[src/dct_2d_block_transform_defines.svh]
// Assertion macros used by the RTL controller
`ifndef DCT_2D_BLOCK_TRANSFORM_DEFINES_SVH
`define DCT_2D_BLOCK_TRANSFORM_DEFINES_SVH

`ifndef ASSERT_OFF

`define DCT2D_ASSERT(name, clk, rst_n, prop, msg) \
    name: assert property (@(posedge clk) disable iff (!rst_n) prop) else $error(msg);

`define DCT2D_ASSERT_NEXT(name, clk, rst_n, pre, post, msg) \
    name: assert property (@(posedge clk) disable iff (!rst_n) pre |=> post) else $error(msg);

`else

`define DCT2D_ASSERT(name, clk, rst_n, prop, msg)

`define DCT2D_ASSERT_NEXT(name, clk, rst_n, pre, post, msg)

`endif

`endif

[src/dct2d_pkg.sv]
`default_nettype none

package dct2d_pkg;

    localparam int BLOCK_SIZE = 4;
    localparam int ELEMS      = BLOCK_SIZE * BLOCK_SIZE;
    localparam int K_W        = $clog2(BLOCK_SIZE);
    localparam int IDX_W      = $clog2(ELEMS);
    localparam int MEM_DEPTH  = 2 * ELEMS;
    localparam int ADDR_W     = $clog2(MEM_DEPTH);
    localparam int SEQ_W      = IDX_W + K_W;

    localparam int SAMPLE_W   = 16;
    localparam int WORD_W     = 32;
    localparam int COEF_W     = 15;
    localparam int PROD_W     = WORD_W + COEF_W;
    localparam int ACC_W      = PROD_W + K_W;
    localparam int OUT_W      = 20;
    localparam int FRAC_SHIFT = 24;

    localparam int OBUF_DEPTH = 2;
    localparam int CREDIT_W   = $clog2(OBUF_DEPTH + 1);

    typedef logic signed [SAMPLE_W-1:0] t_sample;
    typedef logic signed [WORD_W-1:0]   t_word;
    typedef logic signed [COEF_W-1:0]   t_coef;
    typedef logic signed [PROD_W-1:0]   t_prod;
    typedef logic signed [ACC_W-1:0]    t_acc;
    typedef logic signed [OUT_W-1:0]    t_result;
    typedef logic [ADDR_W-1:0]          t_addr;
    typedef logic [IDX_W-1:0]           t_idx;
    typedef logic [K_W-1:0]             t_k;

    localparam t_idx LAST_IDX = IDX_W'(ELEMS - 1);

    // orthonormal DCT-II basis, Q1.14, row = frequency, column = position
    localparam t_coef BASIS [BLOCK_SIZE][BLOCK_SIZE] = '{
        '{ 15'sd8192,   15'sd8192,   15'sd8192,   15'sd8192 },
        '{ 15'sd10703,  15'sd4433,  -15'sd4433,  -15'sd10703 },
        '{ 15'sd8192,  -15'sd8192,  -15'sd8192,   15'sd8192 },
        '{ 15'sd4433,  -15'sd10703,  15'sd10703, -15'sd4433 }
    };

    // one multiply-accumulate beat
    typedef struct packed {
        logic valid;
        logic first;
        logic last;
        logic pass2;
        t_idx dest;
    } t_mac_op;

    // memory write port
    typedef struct packed {
        logic  valid;
        t_addr addr;
        t_word data;
    } t_wr;

    // finished result word
    typedef struct packed {
        logic    valid;
        t_result coefficient;
        logic    last;
    } t_res;

endpackage

`default_nettype wire

[src/dct2d_ifs.sv]
`default_nettype none

interface dct2d_sample_if;
    import dct2d_pkg::*;
    logic    valid;
    logic    ready;
    t_sample sample;
    modport source (output valid, output sample, input ready);
    modport sink (input valid, input sample, output ready);
endinterface

interface dct2d_coef_if;
    import dct2d_pkg::*;
    logic    valid;
    logic    ready;
    t_result coefficient;
    logic    last;
    modport source (output valid, output coefficient, output last, input ready);
    modport sink (input valid, input coefficient, input last, output ready);
endinterface

interface dct2d_cfg_if;
    logic valid;
    logic ready;
    logic direction;
    modport source (output valid, output direction, input ready);
    modport sink (input valid, input direction, output ready);
endinterface

`default_nettype wire

[src/dct2d_ram.sv]
`default_nettype none

module dct2d_ram #(
    parameter int WIDTH = dct2d_pkg::WORD_W,
    parameter int DEPTH = dct2d_pkg::MEM_DEPTH
) (
    input  wire logic                     i_clk,
    input  wire logic                     i_we,
    input  wire logic [$clog2(DEPTH)-1:0] i_waddr,
    input  wire logic [WIDTH-1:0]         i_wdata,
    input  wire logic [$clog2(DEPTH)-1:0] i_raddr,
    output logic      [WIDTH-1:0]         o_rdata
);

    logic [WIDTH-1:0] r_mem [DEPTH];
    logic [WIDTH-1:0] r_rdata;

    always_ff @(posedge i_clk) begin
        if (i_we) begin
            r_mem[i_waddr] <= i_wdata;
        end
        r_rdata <= r_mem[i_raddr];
    end

    assign o_rdata = r_rdata;

endmodule

`default_nettype wire

[src/dct2d_ctrl.sv]
`default_nettype none
`include "dct_2d_block_transform_defines.svh"

module dct2d_ctrl (
    input  wire logic               i_clk,
    input  wire logic               i_rst_n,
    dct2d_sample_if.sink            i_sample,
    dct2d_cfg_if.sink               i_cfg,
    input  wire dct2d_pkg::t_wr     i_wb,
    input  wire logic               i_out_pop,
    output dct2d_pkg::t_wr          o_mem_wr,
    output dct2d_pkg::t_addr        o_raddr,
    output dct2d_pkg::t_coef        o_weight,
    output dct2d_pkg::t_mac_op      o_op
);

    import dct2d_pkg::*;

    typedef enum logic [1:0] {
        S_LOAD,
        S_PASS1,
        S_PASS2
    } t_state;

    localparam logic [SEQ_W-1:0]    LAST_SEQ = '1;
    localparam logic [CREDIT_W-1:0] CREDIT_FULL = CREDIT_W'(OBUF_DEPTH);

    t_state              r_state, n_state;
    t_idx                r_load_cnt, n_load_cnt;
    logic [SEQ_W-1:0]    r_cnt, n_cnt;
    logic                r_direction, n_direction;
    logic                r_inverse, n_inverse;
    logic [CREDIT_W-1:0] r_credit, n_credit;

    t_k   seq_hi, seq_mid, seq_k, w_row;
    logic in_fire, cfg_fire, issue, credit_take;

    assign {seq_hi, seq_mid, seq_k} = r_cnt;

    assign i_sample.ready = (r_state == S_LOAD);
    assign i_cfg.ready    = 1'b1;
    assign in_fire        = i_sample.valid & i_sample.ready;
    assign cfg_fire       = i_cfg.valid & i_cfg.ready;

    always_comb begin
        n_state     = r_state;
        n_load_cnt  = r_load_cnt;
        n_cnt       = r_cnt;
        n_direction = cfg_fire ? i_cfg.direction : r_direction;
        n_inverse   = r_inverse;
        issue       = 1'b0;
        unique case (r_state)
            S_LOAD: begin
                if (in_fire) begin
                    if (r_load_cnt == LAST_IDX) begin
                        n_load_cnt = '0;
                        n_inverse  = n_direction;
                        n_cnt      = '0;
                        n_state    = S_PASS1;
                    end else begin
                        n_load_cnt = r_load_cnt + 1'b1;
                    end
                end
            end
            S_PASS1: begin
                issue = 1'b1;
                n_cnt = r_cnt + 1'b1;
                if (r_cnt == LAST_SEQ) begin
                    n_state = S_PASS2;
                end
            end
            S_PASS2: begin
                // a result group starts only with room reserved in the output buffer
                issue = (seq_k != '0) || (r_credit != CREDIT_FULL);
                if (issue) begin
                    n_cnt = r_cnt + 1'b1;
                    if (r_cnt == LAST_SEQ) begin
                        n_state = S_LOAD;
                    end
                end
            end
            default: begin
                n_state = S_LOAD;
            end
        endcase
    end

    assign credit_take = issue && (r_state == S_PASS2) && (seq_k == '0);

    always_comb begin
        unique case ({credit_take, i_out_pop})
            2'b10:   n_credit = r_credit + 1'b1;
            2'b01:   n_credit = r_credit - 1'b1;
            default: n_credit = r_credit;
        endcase
    end

    // pass one: T[a][d] = sum_c W[a][c] X[c][d]; pass two: Y[a][b] = sum_d W[b][d] T[a][d]
    assign w_row    = (r_state == S_PASS2) ? seq_mid : seq_hi;
    assign o_weight = r_inverse ? BASIS[seq_k][w_row] : BASIS[w_row][seq_k];
    assign o_raddr  = (r_state == S_PASS2) ? {1'b1, seq_hi, seq_k} : {1'b0, seq_k, seq_mid};

    always_comb begin
        o_op.valid = issue;
        o_op.first = (seq_k == '0);
        o_op.last  = (seq_k == '1);
        o_op.pass2 = (r_state == S_PASS2);
        o_op.dest  = {seq_hi, seq_mid};
    end

    always_comb begin
        if (in_fire) begin
            o_mem_wr.valid = 1'b1;
            o_mem_wr.addr  = {1'b0, r_load_cnt};
            o_mem_wr.data  = WORD_W'(i_sample.sample);
        end else begin
            o_mem_wr = i_wb;
        end
    end

    always_ff @(posedge i_clk) begin
        if (!i_rst_n) begin
            r_state     <= S_LOAD;
            r_load_cnt  <= '0;
            r_cnt       <= '0;
            r_direction <= 1'b0;
            r_inverse   <= 1'b0;
            r_credit    <= '0;
        end else begin
            r_state     <= n_state;
            r_load_cnt  <= n_load_cnt;
            r_cnt       <= n_cnt;
            r_direction <= n_direction;
            r_inverse   <= n_inverse;
            r_credit    <= n_credit;
        end
    end

    `DCT2D_ASSERT(a_wb_not_loading, i_clk, i_rst_n, i_wb.valid |-> r_state != S_LOAD, "write-back overlaps sample load")
    `DCT2D_ASSERT(a_credit_bound, i_clk, i_rst_n, r_credit <= CREDIT_FULL, "output credit overflow")
    `DCT2D_ASSERT(a_pop_reserved, i_clk, i_rst_n, i_out_pop |-> r_credit != '0, "output word without reserved credit")
    `DCT2D_ASSERT_NEXT(a_block_start, i_clk, i_rst_n, in_fire && r_load_cnt == LAST_IDX, r_state == S_PASS1 && r_cnt == '0, "block did not start after final sample")

endmodule

`default_nettype wire

[src/dct2d_mac.sv]
`default_nettype none

module dct2d_mac (
    input  wire logic               i_clk,
    input  wire logic               i_rst_n,
    input  wire dct2d_pkg::t_mac_op i_op,
    input  wire dct2d_pkg::t_coef   i_weight,
    input  wire dct2d_pkg::t_word   i_rdata,
    output dct2d_pkg::t_wr          o_wb,
    output dct2d_pkg::t_res         o_res
);

    import dct2d_pkg::*;

    localparam t_acc ROUND_HALF = ACC_W'(1) << (FRAC_SHIFT - 1);
    localparam t_acc SAT_MAX    = ACC_W'(2 ** (OUT_W - 1) - 1);
    localparam t_acc SAT_MIN    = -SAT_MAX - ACC_W'(1);

    t_mac_op r_s1_op, r_s2_op, r_s3_op;
    t_coef   r_s1_w;
    t_prod   r_prod;
    t_acc    r_acc;

    t_acc    round_sum, scaled;
    t_result sat;
    logic    done;

    always_ff @(posedge i_clk) begin
        if (!i_rst_n) begin
            r_s1_op <= '0;
            r_s2_op <= '0;
            r_s3_op <= '0;
        end else begin
            r_s1_op <= i_op;
            r_s2_op <= r_s1_op;
            r_s3_op <= r_s2_op;
        end
        r_s1_w <= i_weight;
        r_prod <= PROD_W'(i_rdata) * PROD_W'(r_s1_w);
        if (r_s2_op.valid) begin
            r_acc <= (r_s2_op.first ? '0 : r_acc) + ACC_W'(r_prod);
        end
    end

    assign done = r_s3_op.valid && r_s3_op.last;

    // round half away from zero: floor((acc + half - sign) / 2^24)
    assign round_sum = r_acc + ROUND_HALF - ACC_W'({1'b0, r_acc[ACC_W-1]});
    assign scaled    = round_sum >>> FRAC_SHIFT;

    always_comb begin
        if (scaled > SAT_MAX) begin
            sat = OUT_W'(SAT_MAX);
        end else if (scaled < SAT_MIN) begin
            sat = OUT_W'(SAT_MIN);
        end else begin
            sat = OUT_W'(scaled);
        end
    end

    always_comb begin
        o_wb.valid = done && !r_s3_op.pass2;
        o_wb.addr  = {1'b1, r_s3_op.dest};
        o_wb.data  = WORD_W'(r_acc);

        o_res.valid       = done && r_s3_op.pass2;
        o_res.coefficient = sat;
        o_res.last        = (r_s3_op.dest == LAST_IDX);
    end

endmodule

`default_nettype wire

[src/dct2d_obuf.sv]
`default_nettype none

module dct2d_obuf (
    input  wire logic            i_clk,
    input  wire logic            i_rst_n,
    input  wire dct2d_pkg::t_res i_res,
    dct2d_coef_if.source         o_coef
);

    import dct2d_pkg::*;

    localparam int PTR_W = $clog2(OBUF_DEPTH);
    localparam logic [PTR_W-1:0] LAST_PTR = PTR_W'(OBUF_DEPTH - 1);

    t_result             r_coef [OBUF_DEPTH];
    logic                r_last [OBUF_DEPTH];
    logic [PTR_W-1:0]    r_wp, r_rp;
    logic [CREDIT_W-1:0] r_count;
    logic                pop;

    assign o_coef.valid       = (r_count != '0);
    assign o_coef.coefficient = r_coef[r_rp];
    assign o_coef.last        = r_last[r_rp];
    assign pop                = o_coef.valid & o_coef.ready;

    always_ff @(posedge i_clk) begin
        if (i_res.valid) begin
            r_coef[r_wp] <= i_res.coefficient;
            r_last[r_wp] <= i_res.last;
        end
        if (!i_rst_n) begin
            r_wp    <= '0;
            r_rp    <= '0;
            r_count <= '0;
        end else begin
            if (i_res.valid) begin
                r_wp <= (r_wp == LAST_PTR) ? '0 : r_wp + 1'b1;
            end
            if (pop) begin
                r_rp <= (r_rp == LAST_PTR) ? '0 : r_rp + 1'b1;
            end
            unique case ({i_res.valid, pop})
                2'b10:   r_count <= r_count + 1'b1;
                2'b01:   r_count <= r_count - 1'b1;
                default: r_count <= r_count;
            endcase
        end
    end

endmodule

`default_nettype wire

[src/dct_2d_block_transform.sv]
`default_nettype none
// 4x4 orthonormal 2D DCT-II / DCT-III, one shared multiply-accumulate unit, one data RAM.
// Load: one sample word per cycle while in the load state, 16 samples per block.
// Compute: column pass then row pass, 64 MAC beats each, one MAC beat per RAM read.
// The next block loads while results drain; no samples are taken during either pass.
// Reset: clears sequencer, output buffer and direction (forward); RAM contents are kept.

module dct_2d_block_transform (
    input  wire logic      i_clk,
    input  wire logic      i_rst_n,
    dct2d_sample_if.sink   i_sample,
    dct2d_coef_if.source   o_coef,
    dct2d_cfg_if.sink      i_cfg
);

    import dct2d_pkg::*;

    t_wr     mem_wr;
    t_wr     wb;
    t_addr   raddr;
    t_word   rdata;
    t_coef   weight;
    t_mac_op op;
    t_res    res;
    logic    out_pop;

    assign out_pop = o_coef.valid & o_coef.ready;

    dct2d_ctrl u_ctrl (
        .i_clk     (i_clk),
        .i_rst_n   (i_rst_n),
        .i_sample  (i_sample),
        .i_cfg     (i_cfg),
        .i_wb      (wb),
        .i_out_pop (out_pop),
        .o_mem_wr  (mem_wr),
        .o_raddr   (raddr),
        .o_weight  (weight),
        .o_op      (op)
    );

    dct2d_ram #(
        .WIDTH (WORD_W),
        .DEPTH (MEM_DEPTH)
    ) u_ram (
        .i_clk   (i_clk),
        .i_we    (mem_wr.valid),
        .i_waddr (mem_wr.addr),
        .i_wdata (mem_wr.data),
        .i_raddr (raddr),
        .o_rdata (rdata)
    );

    dct2d_mac u_mac (
        .i_clk    (i_clk),
        .i_rst_n  (i_rst_n),
        .i_op     (op),
        .i_weight (weight),
        .i_rdata  (rdata),
        .o_wb     (wb),
        .o_res    (res)
    );

    dct2d_obuf u_obuf (
        .i_clk   (i_clk),
        .i_rst_n (i_rst_n),
        .i_res   (res),
        .o_coef  (o_coef)
    );

endmodule

`default_nettype wire
[src/flat_wrapper.sv]
// flat-port wrapper written by rule: the top's interface ports become plain ports
module dct_2d_block_transform_flat import dct2d_pkg::*;
  (i_clk, i_rst_n, i_sample_valid, i_sample_sample, i_sample_ready, o_coef_valid, o_coef_coefficient, o_coef_last, o_coef_ready, i_cfg_valid, i_cfg_direction, i_cfg_ready);
  dct2d_sample_if i_sample_i ();
  dct2d_coef_if o_coef_i ();
  dct2d_cfg_if i_cfg_i ();
  input  wire logic i_clk;
  input  wire logic i_rst_n;
  input wire logic [$bits(i_sample_i.valid)-1:0] i_sample_valid;
  input wire logic [$bits(i_sample_i.sample)-1:0] i_sample_sample;
  output wire logic [$bits(i_sample_i.ready)-1:0] i_sample_ready;
  output wire logic [$bits(o_coef_i.valid)-1:0] o_coef_valid;
  output wire logic [$bits(o_coef_i.coefficient)-1:0] o_coef_coefficient;
  output wire logic [$bits(o_coef_i.last)-1:0] o_coef_last;
  input wire logic [$bits(o_coef_i.ready)-1:0] o_coef_ready;
  input wire logic [$bits(i_cfg_i.valid)-1:0] i_cfg_valid;
  input wire logic [$bits(i_cfg_i.direction)-1:0] i_cfg_direction;
  output wire logic [$bits(i_cfg_i.ready)-1:0] i_cfg_ready;
  assign i_sample_i.valid = i_sample_valid;
  assign i_sample_i.sample = i_sample_sample;
  assign i_sample_ready = i_sample_i.ready;
  assign o_coef_valid = o_coef_i.valid;
  assign o_coef_coefficient = o_coef_i.coefficient;
  assign o_coef_last = o_coef_i.last;
  assign o_coef_i.ready = o_coef_ready;
  assign i_cfg_i.valid = i_cfg_valid;
  assign i_cfg_i.direction = i_cfg_direction;
  assign i_cfg_ready = i_cfg_i.ready;
  dct_2d_block_transform u_core (.i_clk(i_clk), .i_rst_n(i_rst_n), .i_sample(i_sample_i), .o_coef(o_coef_i), .i_cfg(i_cfg_i));
endmodule
[config.mk]
export PLATFORM = sky130hd
export DESIGN_NAME = dct_2d_block_transform_flat
export DESIGN_NICKNAME = d
export VERILOG_FILES = /design/src/dct2d_pkg.sv /design/src/dct2d_ifs.sv /design/src/dct2d_ram.sv /design/src/dct2d_ctrl.sv /design/src/dct2d_mac.sv /design/src/dct2d_obuf.sv /design/src/dct_2d_block_transform.sv /design/src/flat_wrapper.sv
export VERILOG_INCLUDE_DIRS = /design/src /design/src/src
export SDC_FILE = /design/constraint.sdc
export NUM_CORES = 2
export LEC_CHECK = 0
export BUFFER_PORTS_ARGS = -buffer_cell sky130_fd_sc_hd__buf_2
export CORE_MARGIN = 5
export CORE_UTILIZATION = 35
export DETAILED_ROUTE_END_ITERATION = 6
export PLACE_DENSITY_LB_ADDON = 0.25
export SLEW_MARGIN = 10
export SYNTH_ARGS = -nofsm -noshare
export SYNTH_HDL_FRONTEND = slang
export SYNTH_SLANG_ARGS = --single-unit
[constraint.sdc]
create_clock -name i_clk -period 7.2 [get_ports i_clk]
set_clock_uncertainty 0.05 [all_clocks]
set_input_delay 0 -clock i_clk [delete_from_list [all_inputs] [get_ports i_clk]]
set_output_delay 0 -clock i_clk [all_outputs]
set_load 0.05 [all_outputs]
==> results.md <==
* Top FF cell, synth: edfxtp_1
* Worst Max-Slew Pin Slew at 1.20 ns
* P per Cell Area at 202 mW/mm2
* Vias at 38288
* Yosys cell types at 82
* TNS Setup at 0 ns
* Total Nets Final at 5588
* Worst EP arrival at 7.34 ns
* Slew HR at 0.199
* Initial Utilization at 0.351
* MaxCap Viol Count at 0
* Clk buf depth at 3
* Drt total wl at 172000 um
* Initial antenna violation count at 11
* Post-Synthesis Cells at 4776
* Busiest grt layer: met2
* Routed Antenna Nets at 0
* Crit share post-route at 0.942
* Vias in the first global route at 40081
* Startpoint types: flop
* Core area at 0.190 mm2
* Post-Synthesis Net Count at 5466
* Std cell rows at 160
* Peak supply drop at 0.211 mV
* Post-route DRC violation count at 0
* Max Clk Rate at 0.147 GHz
* Global Route met3 Usage at 0.0369
* Critical path endpoint category: flop
* Ys Warns at 0
* Avg WL per Cell at 22.9 um
* Worst R2R Setup Slack at 0.42 ns
* Grt met1 use at 0.234
* Die W at 446 um
* Final GP Congestion at 0.890
* Result of the run: completed
* Clock latency on the worst-skew pair at 0.77 ns
* R2r startpoint: u_core.u_mac.r_s1_w[11]$_DFF_P_
* Crit path time final at 6.78 ns
* DRT Pass-1 Iters at 7
* R2R Path End: u_core.u_mac.r_prod[46]$_DFF_P_
* Hold endpoint: u_core.u_ctrl.r_state[1]$_SDFFE_PN0P_
* Synth async-reset ratio at 0
* Hold path cells at 6
* Unrepaired setup endpoints after global routing: no
* Number of synthesized flops with an enable pin at 1115
* Die height at 446 um
* First-pass GRT wire length at 259000 um
* Worst hold slack at 0.295 ns
* Mapped Area at 0.0666 mm2
* Share of layout cells above drive strength 1 at 0.137
* Leakage power total at 29.5 nW
* CTS Buf Count at 133
* Area growth from synthesis to layout at 12.5%
* Pin count of the biggest net entering global routing at 102
* Synth Register Bits at 1245
* Tightest Hold Check Type: input pin to flop
* Filler cell count at 17784
* Vias per inst at 5.09
* Critical path class: flop to flop
* Final setup vio count at 0
* Reg clk slew, reported paths at 0.06 ns
* Ports at 46
* Critical Path Fanout Max at 21
* Pre-CTS setup slack at 0.149 ns
* Die area at 0.199 mm2
* H-tree depth at 4
* IO buf count at 44
* Worst reg2reg path depth at 23
* Met2 Usage GRT at 0.288
* GRT Util Overall at 0.174
* 1st-iter DRT viols at 3177
* Slew Limit Fails at 0
* CTS Sinks at 1245
* Final hold vios at 0
* GRT overflow at 0
* CTS root buf: clkbuf_16
* Worst Slack Setup Final at 0.417 ns
* Hold_sp: i_sample_valid
* Worst path required time at 7.76 ns
* Hpwl dp at 112000 um
* Synth Area per Inst at 13.9 um2
* Register area share after synthesis at 0.542
* CTS tree: built
## sequential cells by signal (all words and copies together), names as in the netlist, 2 cells and up, named ones only
name / count
u_core.u_mac.o_wb: 4
u_core.u_mac.r_prod: 47
u_core.u_obuf.r_count: 2
u_core.u_mac.r_s3_op: 3
u_core.u_ram.r_mem: 1024
u_core.u_ctrl.r_load_cnt: 4
u_core.u_mac.r_acc: 49
u_core.u_obuf.r_last: 2
u_core.u_ctrl.r_credit: 2
u_core.u_ctrl.r_state: 2
u_core.u_mac.r_s1_op: 8
u_core.u_ctrl.r_cnt: 6
u_core.u_mac.r_s2_op: 8
u_core.u_ram.o_rdata: 32
u_core.u_obuf.r_coef: 40
u_core.u_mac.r_s1_w: 7
## metal layers
layer | up-vias | share of wire
met4 | 0 | 0.023
met1 | 19838 | 0.44
met2 | 1003 | 0.48
li1 | 17243 | -
met3 | 204 | 0.061
met5 | - | 0
## cell families after synthesis
logic type	Yosys count	share of synthesized area
AO/OA/AOI/OAI	542	0.0525
XOR/XNOR	124	0.0163
adder cells (fa/ha/maj)	668	0.175
buffers and inverters	751	0.0431
flip-flops	1245	0.542
multiplexers	290	0.0921
other	1	0.0000563
AND/OR/NAND/NOR	1155	0.0789
## Yosys cell counts (5+ instances only)
| cell type | n | area [um2] |
|---|---|---|
| edfxtp_1 | 1115 | 33500 |
| inv_1 | 574 | 2150 |
| nand2_1 | 518 | 1940 |
| fa_1 | 440 | 8810 |
| mux4_2 | 256 | 5770 |
| ha_1 | 228 | 2850 |
| nand3_1 | 194 | 971 |
| nor2_1 | 178 | 668 |
| a21oi_1 | 144 | 721 |
| o21ai_0 | 135 | 676 |
| dfxtp_1 | 130 | 2600 |
| clkbuf_1 | 124 | 465 |
| and2_1 | 109 | 682 |
| a21o_1 | 94 | 706 |
| xnor2_1 | 85 | 744 |
| buf_1 | 41 | 154 |
| xor2_1 | 39 | 342 |
| nor2b_1 | 30 | 188 |
| mux2_2 | 24 | 270 |
| nand2b_1 | 24 | 150 |
| nor3_1 | 24 | 120 |
| nand4_1 | 23 | 144 |
| a31oi_1 | 21 | 131 |
| o21a_1 | 20 | 150 |
| and3_1 | 19 | 119 |
| o21bai_1 | 17 | 128 |
| a211oi_1 | 12 | 90.1 |
| a311oi_1 | 10 | 87.6 |
| mux2i_1 | 10 | 100 |
| o211ai_1 | 10 | 75.1 |
| o21ai_2 | 10 | 87.6 |
| o31ai_1 | 7 | 52.6 |
| or3_1 | 7 | 43.8 |
| a211o_1 | 6 | 52.6 |
| and4_1 | 6 | 52.6 |
| a21boi_0 | 5 | 37.5 |
| nor3b_1 | 5 | 37.5 |
| nor4_1 | 5 | 31.3 |
| o221ai_1 | 5 | 43.8 |
## what timing repair did
item / in CTS / in global routing
setup endpoints to repair: 0 / 10
buffers inserted: 0 / 0
hold endpoints to repair: 456 / 0
gates resized for setup: 0 / 4
hold buffers: 22 / 0
## critical path, stage by stage, from the launching register on
cell and delay, ns:
dfxtp_2 0.43, buf_4 0.28, nand2_1 0.25, fa_1 0.54, fa_1 0.56, inv_1 0.06, fa_1 0.48, fa_1 0.50
fa_1 0.49, inv_1 0.05, fa_1 0.47, inv_1 0.04, ha_1 0.34, inv_1 0.09, or3_1 0.37, o21ai_1 0.26
a311oi_1 0.14, buf_4 0.16, o21a_1 0.27, o31ai_1 0.27, buf_4 0.19, a21oi_1 0.10, nor3_1 0.18, a311oi_1 0.06
## placed cells by master (no fill, tap or decap), drive strengths merged, types with 7 or more instances in the layout
cell type	netlist	layout
edfxtp	1115	1115
inv	575	579
nand2	518	518
fa	440	440
mux4	256	256
ha	228	228
nand3	194	194
nor2	178	178
clkbuf	124	177
o21ai	148	148
a21oi	145	145
buf	48	139
dfxtp	130	130
and2	110	110
a21o	95	95
xnor2	85	85
clkinv	2	55
xor2	39	39
nor2b	30	30
nand2b	25	25
mux2	24	24
nor3	24	24
nand4	23	23
dlygate4sd3	0	22
a31oi	21	21
and3	20	20
o21a	20	20
o21bai	17	17
a211oi	12	12
o211ai	10	10
a311oi	10	10
mux2i	10	10
o31ai	7	7
or3	7	7
## per-stage QoR
stage / instances / power, mW / util / instance area [um2]
detailed placement: 7252 / 8.65 / 0.371 / 70400
CTS: 7515 / 15.3 / 0.395 / 74900
floorplan: 4776 / 8.45 / - / 66600
global route: 7516 / 15.6 / 0.395 / 74900
finish: 7517 / 15.1 / 0.395 / 74900
global placement: 7252 / 8.63 / 0.371 / 70400
## how the worst max path moves through the flow
stage	from	end	slack, ns	depth (start not counted)
6_report	u_core.u_mac.r_s1_w[11]$_DFF_P_	u_core.u_mac.r_prod[46]$_DFF_P_	0.42	23
5_1_grt	u_core.u_mac.r_s1_w[11]$_DFF_P_	u_core.u_mac.r_prod[46]$_DFF_P_	0.05	23
4_1_cts	u_core.u_mac.r_s1_w[11]$_DFF_P_	u_core.u_mac.r_prod[46]$_DFF_P_	0.13	23
3_5_place_dp	u_core.u_mac.r_s1_w[11]$_DFF_P_	u_core.u_mac.r_prod[46]$_DFF_P_	0.15	23
3_3_place_gp	u_core.u_mac.r_s1_w[11]$_DFF_P_	u_core.u_mac.r_prod[46]$_DFF_P_	0.14	23
2_1_floorplan	u_core.u_mac.r_s1_w[11]$_DFF_P_	u_core.u_mac.r_prod[46]$_DFF_P_	0.57	23
## where the power goes
group | switching [mW] | internal (mW) | leakage, nW | total, mW
Clock | 2.93 | 3.70 | 2.04 | 6.63
Combinational | 0.352 | 0.176 | 16.3 | 0.528
Sequential | 0.0353 | 7.94 | 11.2 | 7.98
## cell type report
cell class / instances / area (um2) / share of cell area
flip-flops and latches: 1245 / 36100 / 0.482
inverters: 577 / 2170 / 0.0289
clock buffers: 177 / 3590 / 0.0479
diodes: 2 / 5.00 / 0.0000668
clock inverters: 64 / 642 / 0.00857
repair buffers: 161 / 1260 / 0.0168
multi-input cells: 2780 / 28000 / 0.374
well taps: 2511 / 3140 / 0.0419
Note: power is estimated with default switching activity, not from simulation.
